**src/hw/rtl/voxel_octree_store_assert.svh**
```systemverilog
// Assertion macros shared by the voxel octree store
`ifndef VOXEL_OCTREE_STORE_ASSERT_SVH
`define VOXEL_OCTREE_STORE_ASSERT_SVH

// Check that the consequent holds in the same cycle as the antecedent
`define VOS_ASSERT_SAME(label, ante, cons, msg) \
    label: assert property (@(posedge clk) disable iff (!rst_n) (ante) |-> (cons)) \
        else $error(msg);

// Check that the consequent holds in the cycle after the antecedent
`define VOS_ASSERT_NEXT(label, ante, cons, msg) \
    label: assert property (@(posedge clk) disable iff (!rst_n) (ante) |=> (cons)) \
        else $error(msg);

`endif

```
**src/hw/rtl/vos_pkg.sv**
```systemverilog
// Types and constants of the voxel octree store
package vos_pkg;

    localparam int LEVELS     = 4;
    localparam int COORD_BITS = 4;
    localparam int VALUE_BITS = 16;
    localparam int LVL_BITS   = 3;
    localparam int SH_BITS    = 2;
    localparam int NODE_COUNT = ((1 << (3 * (LEVELS + 1))) - 1) / 7;
    localparam int IDX_BITS   = $clog2(NODE_COUNT);

    localparam logic MODE_READ  = 1'b0;
    localparam logic MODE_WRITE = 1'b1;

    typedef struct packed {
        logic                  mode;
        logic [COORD_BITS-1:0] x_coord;
        logic [COORD_BITS-1:0] y_coord;
        logic [COORD_BITS-1:0] z_coord;
        logic [VALUE_BITS-1:0] write_value;
    } req_t;

    typedef struct packed {
        logic [VALUE_BITS-1:0] voxel_value;
        logic [LVL_BITS-1:0]   leaf_level;
    } rsp_t;

    typedef enum logic [3:0] {
        ST_IDLE,
        ST_LRD,
        ST_LCHK,
        ST_SPLIT_W,
        ST_SPLIT_P,
        ST_LEAF_W,
        ST_MRD,
        ST_MCHK,
        ST_MW,
        ST_DONE
    } state_t;

    typedef enum logic [2:0] {
        WR_NONE,
        WR_CHILD,
        WR_INNER,
        WR_LEAF,
        WR_MERGE
    } wr_kind_t;

    typedef enum logic [1:0] {
        RD_NONE,
        RD_NODE,
        RD_SIB
    } rd_kind_t;

    typedef struct packed {
        logic     load;
        rd_kind_t rd;
        wr_kind_t wr;
        logic     descend;
        logic     ascend;
        logic     save_cur;
        logic     k_inc;
        logic     res_load;
        logic     res_from_mem;
        logic     emit;
    } cmd_t;

    typedef struct packed {
        logic inner_node;
        logic match_v;
        logic lvl_full;
        logic lvl_last;
        logic lvl_one;
        logic is_write;
        logic k_last;
        logic sib_ok;
        logic out_free;
    } sts_t;

endpackage

```
**src/hw/rtl/vos_ctrl.sv**
```systemverilog
// Controller state machine of the voxel octree store
module vos_ctrl (
    input  logic            clk,
    input  logic            rst_n,
    input  logic            req_valid,
    output logic            busy,
    input  vos_pkg::sts_t   sts,
    output vos_pkg::cmd_t   cmd
);

    vos_pkg::state_t state_reg;
    vos_pkg::state_t state_next;

    // Advance the state
    always_ff @(posedge clk or negedge rst_n)
    begin
        if (!rst_n)
            state_reg <= vos_pkg::ST_IDLE;
        else
            state_reg <= state_next;
    end

    // Next state
    always_comb
    begin
        state_next = state_reg;
        case (state_reg)
            vos_pkg::ST_IDLE:
                if (req_valid)
                    state_next = vos_pkg::ST_LRD;
            vos_pkg::ST_LRD:
                state_next = vos_pkg::ST_LCHK;
            vos_pkg::ST_LCHK:
            begin
                if (sts.inner_node && !sts.lvl_full)
                    state_next = vos_pkg::ST_LRD;
                else if (!sts.is_write || sts.match_v)
                    state_next = vos_pkg::ST_DONE;
                else if (sts.lvl_full)
                    state_next = vos_pkg::ST_LEAF_W;
                else
                    state_next = vos_pkg::ST_SPLIT_W;
            end
            vos_pkg::ST_SPLIT_W:
                if (sts.k_last)
                    state_next = vos_pkg::ST_SPLIT_P;
            vos_pkg::ST_SPLIT_P:
                state_next = sts.lvl_last ? vos_pkg::ST_LEAF_W : vos_pkg::ST_SPLIT_W;
            vos_pkg::ST_LEAF_W:
                state_next = vos_pkg::ST_MRD;
            vos_pkg::ST_MRD:
                state_next = vos_pkg::ST_MCHK;
            vos_pkg::ST_MCHK:
            begin
                if (!sts.sib_ok)
                    state_next = vos_pkg::ST_DONE;
                else if (sts.k_last)
                    state_next = vos_pkg::ST_MW;
                else
                    state_next = vos_pkg::ST_MRD;
            end
            vos_pkg::ST_MW:
                state_next = sts.lvl_one ? vos_pkg::ST_DONE : vos_pkg::ST_MRD;
            vos_pkg::ST_DONE:
                if (sts.out_free)
                    state_next = vos_pkg::ST_IDLE;
            default:
                state_next = vos_pkg::ST_IDLE;
        endcase
    end

    // Commands to the datapath
    always_comb
    begin
        cmd = '0;
        cmd.rd = vos_pkg::RD_NONE;
        cmd.wr = vos_pkg::WR_NONE;
        case (state_reg)
            vos_pkg::ST_IDLE:
                cmd.load = req_valid;
            vos_pkg::ST_LRD:
                cmd.rd = vos_pkg::RD_NODE;
            vos_pkg::ST_LCHK:
            begin
                if (sts.inner_node && !sts.lvl_full)
                    cmd.descend = 1'b1;
                else if (!sts.is_write || sts.match_v)
                begin
                    cmd.res_load     = 1'b1;
                    cmd.res_from_mem = 1'b1;
                end
                else
                    cmd.save_cur = 1'b1;
            end
            vos_pkg::ST_SPLIT_W:
            begin
                cmd.wr    = vos_pkg::WR_CHILD;
                cmd.k_inc = 1'b1;
            end
            vos_pkg::ST_SPLIT_P:
            begin
                cmd.wr      = vos_pkg::WR_INNER;
                cmd.descend = 1'b1;
            end
            vos_pkg::ST_LEAF_W:
            begin
                cmd.wr       = vos_pkg::WR_LEAF;
                cmd.res_load = 1'b1;
            end
            vos_pkg::ST_MRD:
                cmd.rd = vos_pkg::RD_SIB;
            vos_pkg::ST_MCHK:
                cmd.k_inc = sts.sib_ok && !sts.k_last;
            vos_pkg::ST_MW:
            begin
                cmd.wr     = vos_pkg::WR_MERGE;
                cmd.ascend = 1'b1;
            end
            vos_pkg::ST_DONE:
                cmd.emit = sts.out_free;
            default:
                cmd.load = 1'b0;
        endcase
    end

    assign busy = (state_reg != vos_pkg::ST_IDLE);

endmodule

```
**config.mk**
```make
export PLATFORM = sky130hd
export DESIGN_NAME = vos_ctrl
export DESIGN_NICKNAME = d
export VERILOG_FILES = /design/src/hw/rtl/voxel_octree_store_assert.svh /design/src/hw/rtl/vos_pkg.sv /design/src/hw/rtl/vos_ctrl.sv
export SDC_FILE = /design/constraint.sdc
export NUM_CORES = 1
export LEC_CHECK = 0
export ABC_AREA = 1
export BUFFER_PORTS_ARGS = -buffer_cell sky130_fd_sc_hd__buf_4
export CAP_MARGIN = 0
export CELL_PAD_IN_SITES_DETAIL_PLACEMENT = 1
export CELL_PAD_IN_SITES_GLOBAL_PLACEMENT = 1
export CORE_MARGIN = 2
export CORE_UTILIZATION = 25
export DETAILED_ROUTE_END_ITERATION = 12
export GPL_TIMING_DRIVEN = 0
export PLACE_DENSITY_LB_ADDON = 0.2
export SLEW_MARGIN = 10
export SYNTH_ARGS = -nofsm -noshare
export SYNTH_HDL_FRONTEND = slang
export SYNTH_SLANG_ARGS = --single-unit
export TNS_END_PERCENT = 10
```
**constraint.sdc**
```tcl
create_clock -name clk -period 1.3 [get_ports clk]
set_input_delay 0.26 -clock clk [delete_from_list [all_inputs] [get_ports clk]]
set_output_delay 0.26 -clock clk [all_outputs]
set_load 0.02 [all_outputs]
```
==> impl_metrics.json <==
{
  "crit_top_cell": "nand2_2",
  "status": "complete, but fails checks",
  "syn2layout_area_growth_pct": 89.5,
  "wl_um": 1730,
  "syn_inst": 82,
  "r2r_start": "state_reg[3]$_DFFE_PN0P_",
  "cts_buffer_depth": 2,
  "gp_congestion": 0.773,
  "synth_top_flop_cell": "dfrtp_1",
  "ir_drop_mv": 0.943,
  "yosys-top-cells-count": "nand2_1, inv_1, nor2_1, nand3_1, dfrtp_1",
  "insertion_delay_ps": 250,
  "cp.arrival_ps": 1310,
  "yosys-top-cells-area": "dfrtp_1, nand2_1, inv_1",
  "drt_iter0_drc": 4,
  "yosysTopAreaCell": "dfrtp_1",
  "p_seq_share_pct": 18.2,
  "cp-start-kind": "flip-flop",
  "drc": 0,
  "ys_ff_latch": 4,
  "via_count": 652,
  "clock_skew_ps": 3.11,
  "die_w_um": 46.6,
  "ys_types": 16,
  "path_cells": "inv_4 > nand2_2 > nor2_4 > nand3_2 > nand2_2 > buf_6",
  "crit_start": "state_reg[2]$_DFFE_PN0P_",
  "postSynthAreaPerCell_sq_um": 5.52,
  "cts-buffers-inserted": 3,
  "reg2reg_setup_slack_ps": -70,
  "ys_seq_area_share_pct": 22.1,
  "viasPerCell": 4.53,
  "dr.pass1.iters": 3,
  "clockRootBuffer": "clkbuf_4",
  "finalSetupViolCount": 16,
  "crit_required_ps": 1040,
  "power_frac_comb_pct": 72.5,
  "crit_slowest_cell": "dfrtp_2",
  "syn-num-nets": 94,
  "n_antenna_cell": 0,
  "finalCriticalPeriod_ps": 1570,
  "grt_pass1_wl_um": 2640,
  "maxCapViolations": 0,
  "max_freq_mhz": 636,
  "grt_max_degree": 8,
  "power_density_nw_per_um2": 2370,
  "finalSetupTns_ps": -3270,
  "endpoint": "cmd[2]",
  "post-route-cell-area_sq_um": 858,
  "cts_tree": "yes",
  "async_flop_share_pct": 100,
  "worst_pin_slew_ps": 208,
  "finalCritPeriodShare_pct": 121,
  "die-height_um": 46.6,
  "clkPwrFrac_pct": 9.2,
  "grt_pass1_vias": 636,
  "netlist.area_leader.share_pct": 22.1,
  "final_antenna_net_count": 0,
  "p_leak_uw": 0.000478,
  "routedWlPerCell_um": 12.0,
  "power_uw": 2030,
  "final_util_pct": 50.3,
  "dpl.hpwl_um": 1210,
  "fp-row-count": 15,
  "setup_ws_ps": -272,
  "clock_sinks": 4,
  "drive_above_1_share_pct": 50.4,
  "dpl-instance-area_sq_um": 703,
  "largest_reg_flops": 4,
  "grt_overflow": 0,
  "netSwitchingFraction_pct": 53.0,
  "finalHoldViolCount": 0,
  "reg2regPathDepth": 9,
  "r2r_end": "state_reg[0]$_DFFE_PN0P_",
  "port_buffers": 25,
  "endpoint_kind": "primary output",
  "nNetsFinal": 132,
  "p_switching_uw": 1080,
  "hp-class": "input port to flip-flop",
  "rsz0062_at_grt": "true",
  "cts_htree_levels": 1,
  "cpPeakStageDelay_ps": 460,
  "report.final.slew_viol_count": 0,
  "die_area_sq_um": 2170,
  "grt_usage_pct": 17.7,
  "critPathKind": "flip-flop to primary output",
  "path_clk_slew_ps": 40,
  "yosysMostFrequentCell": "nand2_1",
  "io_pins": 26,
  "synth.cell_area_sq_um": 453,
  "synth_edf_count": 0,
  "antenna_found_initial": 0,
  "place_inst": 132,
  "intPower_uw": 955,
  "failed_checks": "setup timing",
  "core_sq_um": 1710,
  "relSlewSlack_pct": 86.0,
  "fin_cells": 144,
  "start_util_pct": 26.5,
  "yosysWarnings": 0,
  "worstPathMaxFanout": 4
}
[layout make-up]
type,instances,area [sq um]
timing repair buffer,33,269
multi-input combinational,60,350
fill,238,850
inverter,17,68.8
buffer,1,7.51
clock buffer,4,26.3
tap,25,31.3
sequential,4,105
[metrics by stage]
| stage | worst slack, ps | hold slack, ps |
|---|---|---|
| final | -272 | 327 |
| after CTS | -273 | 330 |
| after floorplan | -46.6 | -35.6 |
| after global routing | -351 | 344 |
| after global placement | -193 | 54.7 |
| after detailed placement | -203 | 59.0 |
[worst min path at each step]
stage	startpoint	end	slack [ps]	cells past startpoint
finish	sts[2]	state_reg[3]$_DFFE_PN0P_	330	3
global route	sts[2]	state_reg[3]$_DFFE_PN0P_	340	3
global placement	rst_n	state_reg[0]$_DFFE_PN0P_	50	1
floorplan	rst_n	state_reg[0]$_DFFE_PN0P_	-40	0
detailed placement	rst_n	state_reg[0]$_DFFE_PN0P_	60	1
CTS	sts[2]	state_reg[3]$_DFFE_PN0P_	330	3
[placed cells by master, fill, tap and decap left out, drive strengths merged]
| cell | synthesis | routed |
|---|---|---|
| dfrtp | 4 | 4 |
| buf | 1 | 33 |
| inv | 17 | 17 |
| nor3 | 1 | 1 |
| o21ai | 2 | 2 |
| o211ai | 3 | 3 |
| nor4 | 1 | 1 |
| nand2 | 22 | 22 |
| nand3 | 9 | 9 |
| nand3b | 1 | 1 |
| clkbuf | 0 | 4 |
| a21oi | 1 | 1 |
| nor2 | 19 | 19 |
| dlygate4sd3 | 0 | 1 |
| nand4 | 1 | 1 |
[power by group through the flow]
stage / logic, uW / registers, uW / clock network, uW
3_3_place_gp: 1130 / 324 / 0
5_1_grt: 1610 / 382 / 194
6_report: 1470 / 370 / 188
2_1_floorplan: 758 / 299 / 0
3_5_place_dp: 1140 / 320 / 0
4_1_cts: 1390 / 352 / 186
[repair_timing]
item / in CTS / in global routing
pin swaps: 4 / 3
endpoints found under the hold margin: 4 / 0
hold buffers: 1 / 0
setup endpoints to repair: 16 / 17
buffers inserted: 5 / 2
resized for setup: 18 / 5
[critical path, delay by kind of cell (launching register included)]
family,cells,cell delay [ps]
buf+inv,2,210
flops,1,460
simple gates,4,390
[logic make-up after synthesis]
logic type,Yosys count,share of synthesized area (%)
compound gates,6,8.29
buf+inv,18,15.7
flops,4,22.1
simple gates,54,53.9
[metal layers]
layer / GRT usage, % / vias to the layer above / routed length, um / share of wire (%)
met5: 0 / - / 0 / 0
met4: 10.3 / 0 / 24 / 1.4
met3: 2.75 / 3 / 84 / 4.8
met2: 31.7 / 20 / 941 / 54
met1: 19.3 / 300 / 683 / 39
li1: - / 329 / - / -
Note: power is estimated with default switching activity, not from simulation.
