--- src/hw/rtl/voxel_octree_store_assert.svh ---
// Assertion macros shared by the voxel octree store
`ifndef VOXEL_OCTREE_STORE_ASSERT_SVH
`define VOXEL_OCTREE_STORE_ASSERT_SVH

// Check that the consequent holds in the same cycle as the antecedent
`define VOS_ASSERT_SAME(label, ante, cons, msg) \
    label: assert property (@(posedge clk) disable iff (!rst_n) (ante) |-> (cons)) \
        else $error(msg);

// Check that the consequent holds in the cycle after the antecedent
`define VOS_ASSERT_NEXT(label, ante, cons, msg) \
    label: assert property (@(posedge clk) disable iff (!rst_n) (ante) |=> (cons)) \
        else $error(msg);

`endif

--- src/hw/rtl/vos_pkg.sv ---
// Types and constants of the voxel octree store
package vos_pkg;

    localparam int LEVELS     = 4;
    localparam int COORD_BITS = 4;
    localparam int VALUE_BITS = 16;
    localparam int LVL_BITS   = 3;
    localparam int SH_BITS    = 2;
    localparam int NODE_COUNT = ((1 << (3 * (LEVELS + 1))) - 1) / 7;
    localparam int IDX_BITS   = $clog2(NODE_COUNT);

    localparam logic MODE_READ  = 1'b0;
    localparam logic MODE_WRITE = 1'b1;

    typedef struct packed {
        logic                  mode;
        logic [COORD_BITS-1:0] x_coord;
        logic [COORD_BITS-1:0] y_coord;
        logic [COORD_BITS-1:0] z_coord;
        logic [VALUE_BITS-1:0] write_value;
    } req_t;

    typedef struct packed {
        logic [VALUE_BITS-1:0] voxel_value;
        logic [LVL_BITS-1:0]   leaf_level;
    } rsp_t;

    typedef enum logic [3:0] {
        ST_IDLE,
        ST_LRD,
        ST_LCHK,
        ST_SPLIT_W,
        ST_SPLIT_P,
        ST_LEAF_W,
        ST_MRD,
        ST_MCHK,
        ST_MW,
        ST_DONE
    } state_t;

    typedef enum logic [2:0] {
        WR_NONE,
        WR_CHILD,
        WR_INNER,
        WR_LEAF,
        WR_MERGE
    } wr_kind_t;

    typedef enum logic [1:0] {
        RD_NONE,
        RD_NODE,
        RD_SIB
    } rd_kind_t;

    typedef struct packed {
        logic     load;
        rd_kind_t rd;
        wr_kind_t wr;
        logic     descend;
        logic     ascend;
        logic     save_cur;
        logic     k_inc;
        logic     res_load;
        logic     res_from_mem;
        logic     emit;
    } cmd_t;

    typedef struct packed {
        logic inner_node;
        logic match_v;
        logic lvl_full;
        logic lvl_last;
        logic lvl_one;
        logic is_write;
        logic k_last;
        logic sib_ok;
        logic out_free;
    } sts_t;

endpackage

--- src/hw/rtl/vos_dp.sv ---
// Datapath: walk position, node addressing and the result register
module vos_dp (
    input  logic                           clk,
    input  logic                           rst_n,
    input  vos_pkg::req_t                  req,
    input  vos_pkg::cmd_t                  cmd,
    output vos_pkg::sts_t                  sts,
    input  logic                           rsp_stall,
    output logic                           rsp_valid,
    output vos_pkg::rsp_t                  rsp,
    output logic                           rd_en,
    output logic [vos_pkg::IDX_BITS-1:0]   raddr,
    output logic                           wr_en,
    output logic [vos_pkg::IDX_BITS-1:0]   waddr,
    output logic [vos_pkg::VALUE_BITS-1:0] wval,
    output logic                           whc,
    input  logic [vos_pkg::VALUE_BITS-1:0] rval,
    input  logic                           rhc
);

    localparam int IB = vos_pkg::IDX_BITS;
    localparam int LB = vos_pkg::LVL_BITS;

    vos_pkg::req_t                  req_reg;
    logic [IB-1:0]                  idx_reg;
    logic [LB-1:0]                  lvl_reg;
    logic [2:0]                     k_reg;
    logic [vos_pkg::VALUE_BITS-1:0] cur_reg;
    logic [vos_pkg::VALUE_BITS-1:0] res_val_reg;
    logic                           rsp_valid_reg;
    vos_pkg::rsp_t                  rsp_reg;

    logic [LB-1:0]      sh_w;
    logic [vos_pkg::SH_BITS-1:0] sh;
    logic [2:0]         csel;
    logic [IB-1:0]      kids;
    logic [IB-1:0]      child;
    logic [IB-1:0]      idx_m1;
    logic [IB-1:0]      parent;
    logic [IB-1:0]      sib;

    // Pick the child octant at the current level
    assign sh_w   = LB'(vos_pkg::LEVELS - 1) - lvl_reg;
    assign sh     = sh_w[vos_pkg::SH_BITS-1:0];
    assign csel   = {req_reg.x_coord[sh], req_reg.y_coord[sh], req_reg.z_coord[sh]};
    assign kids   = {idx_reg[IB-4:0], 3'b000} + IB'(1);
    assign child  = kids + IB'(csel);
    assign idx_m1 = idx_reg - IB'(1);
    assign parent = {3'b000, idx_m1[IB-1:3]};
    assign sib    = {idx_m1[IB-1:3], 3'b000} + IB'(1) + IB'(k_reg);

    // Drive the node store
    always_comb
    begin
        rd_en = (cmd.rd != vos_pkg::RD_NONE);
        raddr = (cmd.rd == vos_pkg::RD_SIB) ? sib : idx_reg;
        wr_en = (cmd.wr != vos_pkg::WR_NONE);
        waddr = idx_reg;
        wval  = req_reg.write_value;
        whc   = 1'b0;
        case (cmd.wr)
            vos_pkg::WR_CHILD:
            begin
                waddr = kids + IB'(k_reg);
                wval  = cur_reg;
            end
            vos_pkg::WR_INNER:
            begin
                wval = '0;
                whc  = 1'b1;
            end
            vos_pkg::WR_MERGE:
                waddr = parent;
            default:
                waddr = idx_reg;
        endcase
    end

    // Hold the item and advance the walk
    always_ff @(posedge clk)
    begin
        if (cmd.load)
        begin
            req_reg <= req;
            idx_reg <= '0;
            lvl_reg <= '0;
            k_reg   <= '0;
        end
        else
        begin
            if (cmd.descend)
            begin
                idx_reg <= child;
                lvl_reg <= lvl_reg + LB'(1);
            end
            else if (cmd.ascend)
            begin
                idx_reg <= parent;
                lvl_reg <= lvl_reg - LB'(1);
                k_reg   <= '0;
            end
            if (cmd.k_inc)
                k_reg <= k_reg + 3'd1;
        end
        if (cmd.save_cur)
        begin
            cur_reg <= rval;
            k_reg   <= '0;
        end
        if (cmd.res_load)
            res_val_reg <= cmd.res_from_mem ? rval : req_reg.write_value;
        if (cmd.emit)
            rsp_reg <= '{voxel_value: res_val_reg, leaf_level: lvl_reg};
    end

    // Output beat register
    always_ff @(posedge clk or negedge rst_n)
    begin
        if (!rst_n)
            rsp_valid_reg <= 1'b0;
        else if (cmd.emit)
            rsp_valid_reg <= 1'b1;
        else if (!rsp_stall)
            rsp_valid_reg <= 1'b0;
    end

    // Status to the controller
    always_comb
    begin
        sts.inner_node   = rhc;
        sts.match_v      = (rval == req_reg.write_value);
        sts.lvl_full     = (lvl_reg == LB'(vos_pkg::LEVELS));
        sts.lvl_last     = (lvl_reg == LB'(vos_pkg::LEVELS - 1));
        sts.lvl_one      = (lvl_reg == LB'(1));
        sts.is_write     = (req_reg.mode == vos_pkg::MODE_WRITE);
        sts.k_last       = (k_reg == 3'd7);
        sts.sib_ok       = (rval == req_reg.write_value) && !rhc;
        sts.out_free     = !rsp_valid_reg || !rsp_stall;
    end

    assign rsp_valid = rsp_valid_reg;
    assign rsp       = rsp_reg;

endmodule

--- config.mk ---
export PLATFORM = sky130hd
export DESIGN_NAME = vos_dp
export DESIGN_NICKNAME = d
export VERILOG_FILES = /design/src/hw/rtl/voxel_octree_store_assert.svh /design/src/hw/rtl/vos_pkg.sv /design/src/hw/rtl/vos_dp.sv
export SDC_FILE = /design/constraint.sdc
export NUM_CORES = 1
export LEC_CHECK = 0
export BUFFER_PORTS_ARGS = -buffer_cell sky130_fd_sc_hd__buf_2
export CELL_PAD_IN_SITES_DETAIL_PLACEMENT = 1
export CELL_PAD_IN_SITES_GLOBAL_PLACEMENT = 1
export CORE_MARGIN = 3
export CORE_UTILIZATION = 40
export DETAILED_ROUTE_END_ITERATION = 16
export GPL_ROUTABILITY_DRIVEN = 0
export PLACE_DENSITY = 0.82
export SYNTH_ARGS = -nofsm -noshare
export SYNTH_HDL_FRONTEND = slang
export SYNTH_SLANG_ARGS = --single-unit
--- constraint.sdc ---
create_clock -name clk -period 3.6 [get_ports clk]
set_clock_uncertainty 0.15 [all_clocks]
set_input_delay 0.36 -clock clk [delete_from_list [all_inputs] [get_ports clk]]
set_output_delay 0.36 -clock clk [all_outputs]
set_load 0.005 [all_outputs]
==> run metrics <==
outcome=finished clean; Slew headroom=23.5%; wirelength, routed=between 10000 and 15000 µm; max reg flops=28; P&R area growth vs syn=21.0%; Worst VDD drop=roughly 0.31 mV; fin crit share=a little over four fifths; count of cell types in the netlist=57; final hold vios=0; GRT busiest layer=met2; startpoint types=register; Starting Density=approximately two fifths; fin nets=635; Finished Layout Cells=approximately 740; Slowest cell on crit path=dfxtp_1; max incr delay on CP=just over 800 ps; DR WL/cell=about 20 µm; initial antenna violation count=0; Synth Area in Simple Gates=14.9%; Synth async-reset ratio=about 1.0%; DP HPWL=around 11000 µm; core area=~13000 µm²; R2R Setup Slk=~1300 ps; CTS Root Cell=clkbuf_16; CP max FO=20; syn_nets=about 520; placed inst area=between 5000 and 6000 µm²; site row count=41; # port buffers=about 140; vias in the first global route=4345; initial DRC count=about 260; worst-path cell chain=and3_1 -> nand3_4 -> or3_1 -> xor2_1 -> o21ai_0 -> buf_2; Placed Cells=725; switching share of power=28.2%; Die Width=approximately 120 µm; largest family of logic cells by synthesized area=simple AND/OR/NAND/NOR gates; post-route cell area=~6300 µm²; commonest non-fill, non-tap cell in the layout=buf_2; clk slew on worst S/H paths=about 70 ps; htree depth=3; Worst Hold Class=in -> reg; Post-Syn Area per Cell=roughly 12 µm²; Post-synth EDFFs=80; first-pass GRT wire length=23200 µm; vias=4066; Inserted Clock Buffers=9; mux contribution to synthesized area=under 10%; Int Pwr=2.18 mW; Req. time, crit path=between 3000 and 4000 ps; grt ovf=0; Synth Flop Type=edfxtp_1; Pwr per Cell Area=483 nW/µm²; largest net degree at the start of global routing=31; fin util=about half; clock share of power=between 30% and 40%; endpoints failing setup=0; compound-cell area share of the yosys netlist=between 10% and 20%; commonest cells after routing, fill and taps aside=buf_2 (135), edfxtp_1 (80), xnor2_1 (43), nor2_1 (33), nand2_1 (32); Synth Warn #=0; CTS Buffer Depth=2; Post-Synth Adder-Cell Area=just under 2%; hold_ws=around 36 ps; worst skew pair latency=340 ps; Post-Synthesis Cells=around 450; met1 usage=25.6%; CP Class=reg -> out; DRC=0; post_cts resized=0; xor and xnor area share after synthesis=under 10%; vias per inst=5.48; setup_tns=0 ps; synthesis-stage register bit count=100; Slew Viols, Final=0; num ports=136; met2 Resource Use GR=a little over a third; Flop pwr share=a little under half; Die H=120 µm; Seq/Total Area, Yosys=between 50 and 60%; layout cell share with drive strength beyond 1=32.6%; CTS tree=done; Max Cap Viol=0; worst slew pin tran=roughly 1100 ps; min cycle time layout=around 3000 ps; FMAX=about 330 MHz; endpoint class of the critical path=output port; DRT Pass-1 Iters=4; Gate power share=18.7%; Post-Syn Area=between 5000 and 6000 µm²; ANT nets after route=0; Switch Pwr=about 860 µW; grt met3 use=under 10%; LEAKAGE=between 2 and 2.5 nW; CP arrival=around 2500 ps; Sink Count=100; RSZ-0062 raised after global routing=false; GRT Overall Usage=roughly 20%; die area=14400 µm²; diode count=0
per-stage QoR:
| stage | setup WS (ps) | total power [mW] |
|---|---|---|
| after floorplan | 1440 | 1.80 |
| after global routing | 403 | 3.18 |
| after CTS | 595 | 3.07 |
| after detailed placement | 972 | 2.04 |
| final | 587 | 3.04 |
| after global placement | 1050 | 2.01 |
kinds of logic (layout without fill, tap and decap cells):
family          after synthesis  in the layout
flops                       100            100
mux                          23             23
xor+xnor                     55             55
compound gates               84             84
fa+ha+maj                     8              8
simple gates                139            139
buf+inv                      37            161
per-layer routing:
metal	up-vias	routed length, µm	part of all wire (%)
met4	0	240	1.7
met1	2015	6080	42
li1	1895	-	-
met2	140	7460	51
met3	16	756	5.2
met5	-	0	0
final cells by class:
class	count	area, µm²
fill	1403	6380
sequential	100	2810
multi-input combinational	309	2220
timing repair buffer	139	708
clock buffer	10	239
tap	172	215
clock inverter	6	76.3
inverter	6	22.5
timing repair:
action,CTS,global route
hold buffers,1,0
buffers inserted,0,0
endpoints found under the hold margin,1,0
setup endpoints to repair,0,0
path summary, 6_finish.rpt:
path / start / endpoint / depth (start not counted)
max: idx_reg[3] / waddr[12] / 6
min: req[3] / req_reg[3] / 1
max reg2reg: idx_reg[3] / idx_reg[4] / 5
min reg2reg: res_val_reg[15] / rsp[18] / 0
max in group asynchronous: rst_n / rsp_valid / 2
min in group asynchronous: rst_n / rsp_valid / 2
synth_stat cells (all sizes together), types with 2 or more instances:
cell type / count / area share (%)
a31oi: 2 / 0.24
nor3b: 2 / 0.29
and2: 3 / 0.36
and3: 5 / 0.63
clkbuf: 19 / 1.4
o221ai: 4 / 0.67
a221o: 3 / 0.58
xnor2: 43 / 7.2
edfxtp: 80 / 46
a22o: 16 / 2.7
nand2: 32 / 2.3
mux2: 16 / 3.5
a22oi: 3 / 0.43
or3: 5 / 0.60
a21oi: 16 / 1.5
nand2b: 6 / 0.72
nor3: 13 / 1.9
o22ai: 2 / 0.24
ha: 8 / 1.9
nor2b: 3 / 0.36
buf: 11 / 1.3
dfxtp: 19 / 7.3
mux4: 3 / 1.3
or4: 2 / 0.43
nor4: 4 / 0.77
xor2: 12 / 2.0
o21ai: 21 / 2.1
a211oi: 10 / 1.4
nor2: 33 / 2.4
mux2i: 4 / 0.77
nand3b: 3 / 0.43
inv: 5 / 0.36
nand3: 13 / 1.5
nand4: 12 / 1.7
power by group through the flow:
stage	Clock (mW)	Combinational [mW]	Sequential [mW]
after floorplan	0	0.391	1.41
after global placement	0	0.546	1.46
after detailed placement	0	0.566	1.48
after CTS	1.05	0.570	1.45
after global routing	1.09	0.627	1.46
final	1.02	0.567	1.45
worst max-delay path: cells and delay by family, from the launching register on:
| family | cells | cell delay [ps] |
|---|---|---|
| AND/OR/NAND/NOR | 3 | 900 |
| flip-flops | 1 | 830 |
| AO/OA/AOI/OAI | 1 | 150 |
| XOR/XNOR | 1 | 140 |
| buffers and inverters | 1 | 130 |
Power figures use the tool's default switching activity.
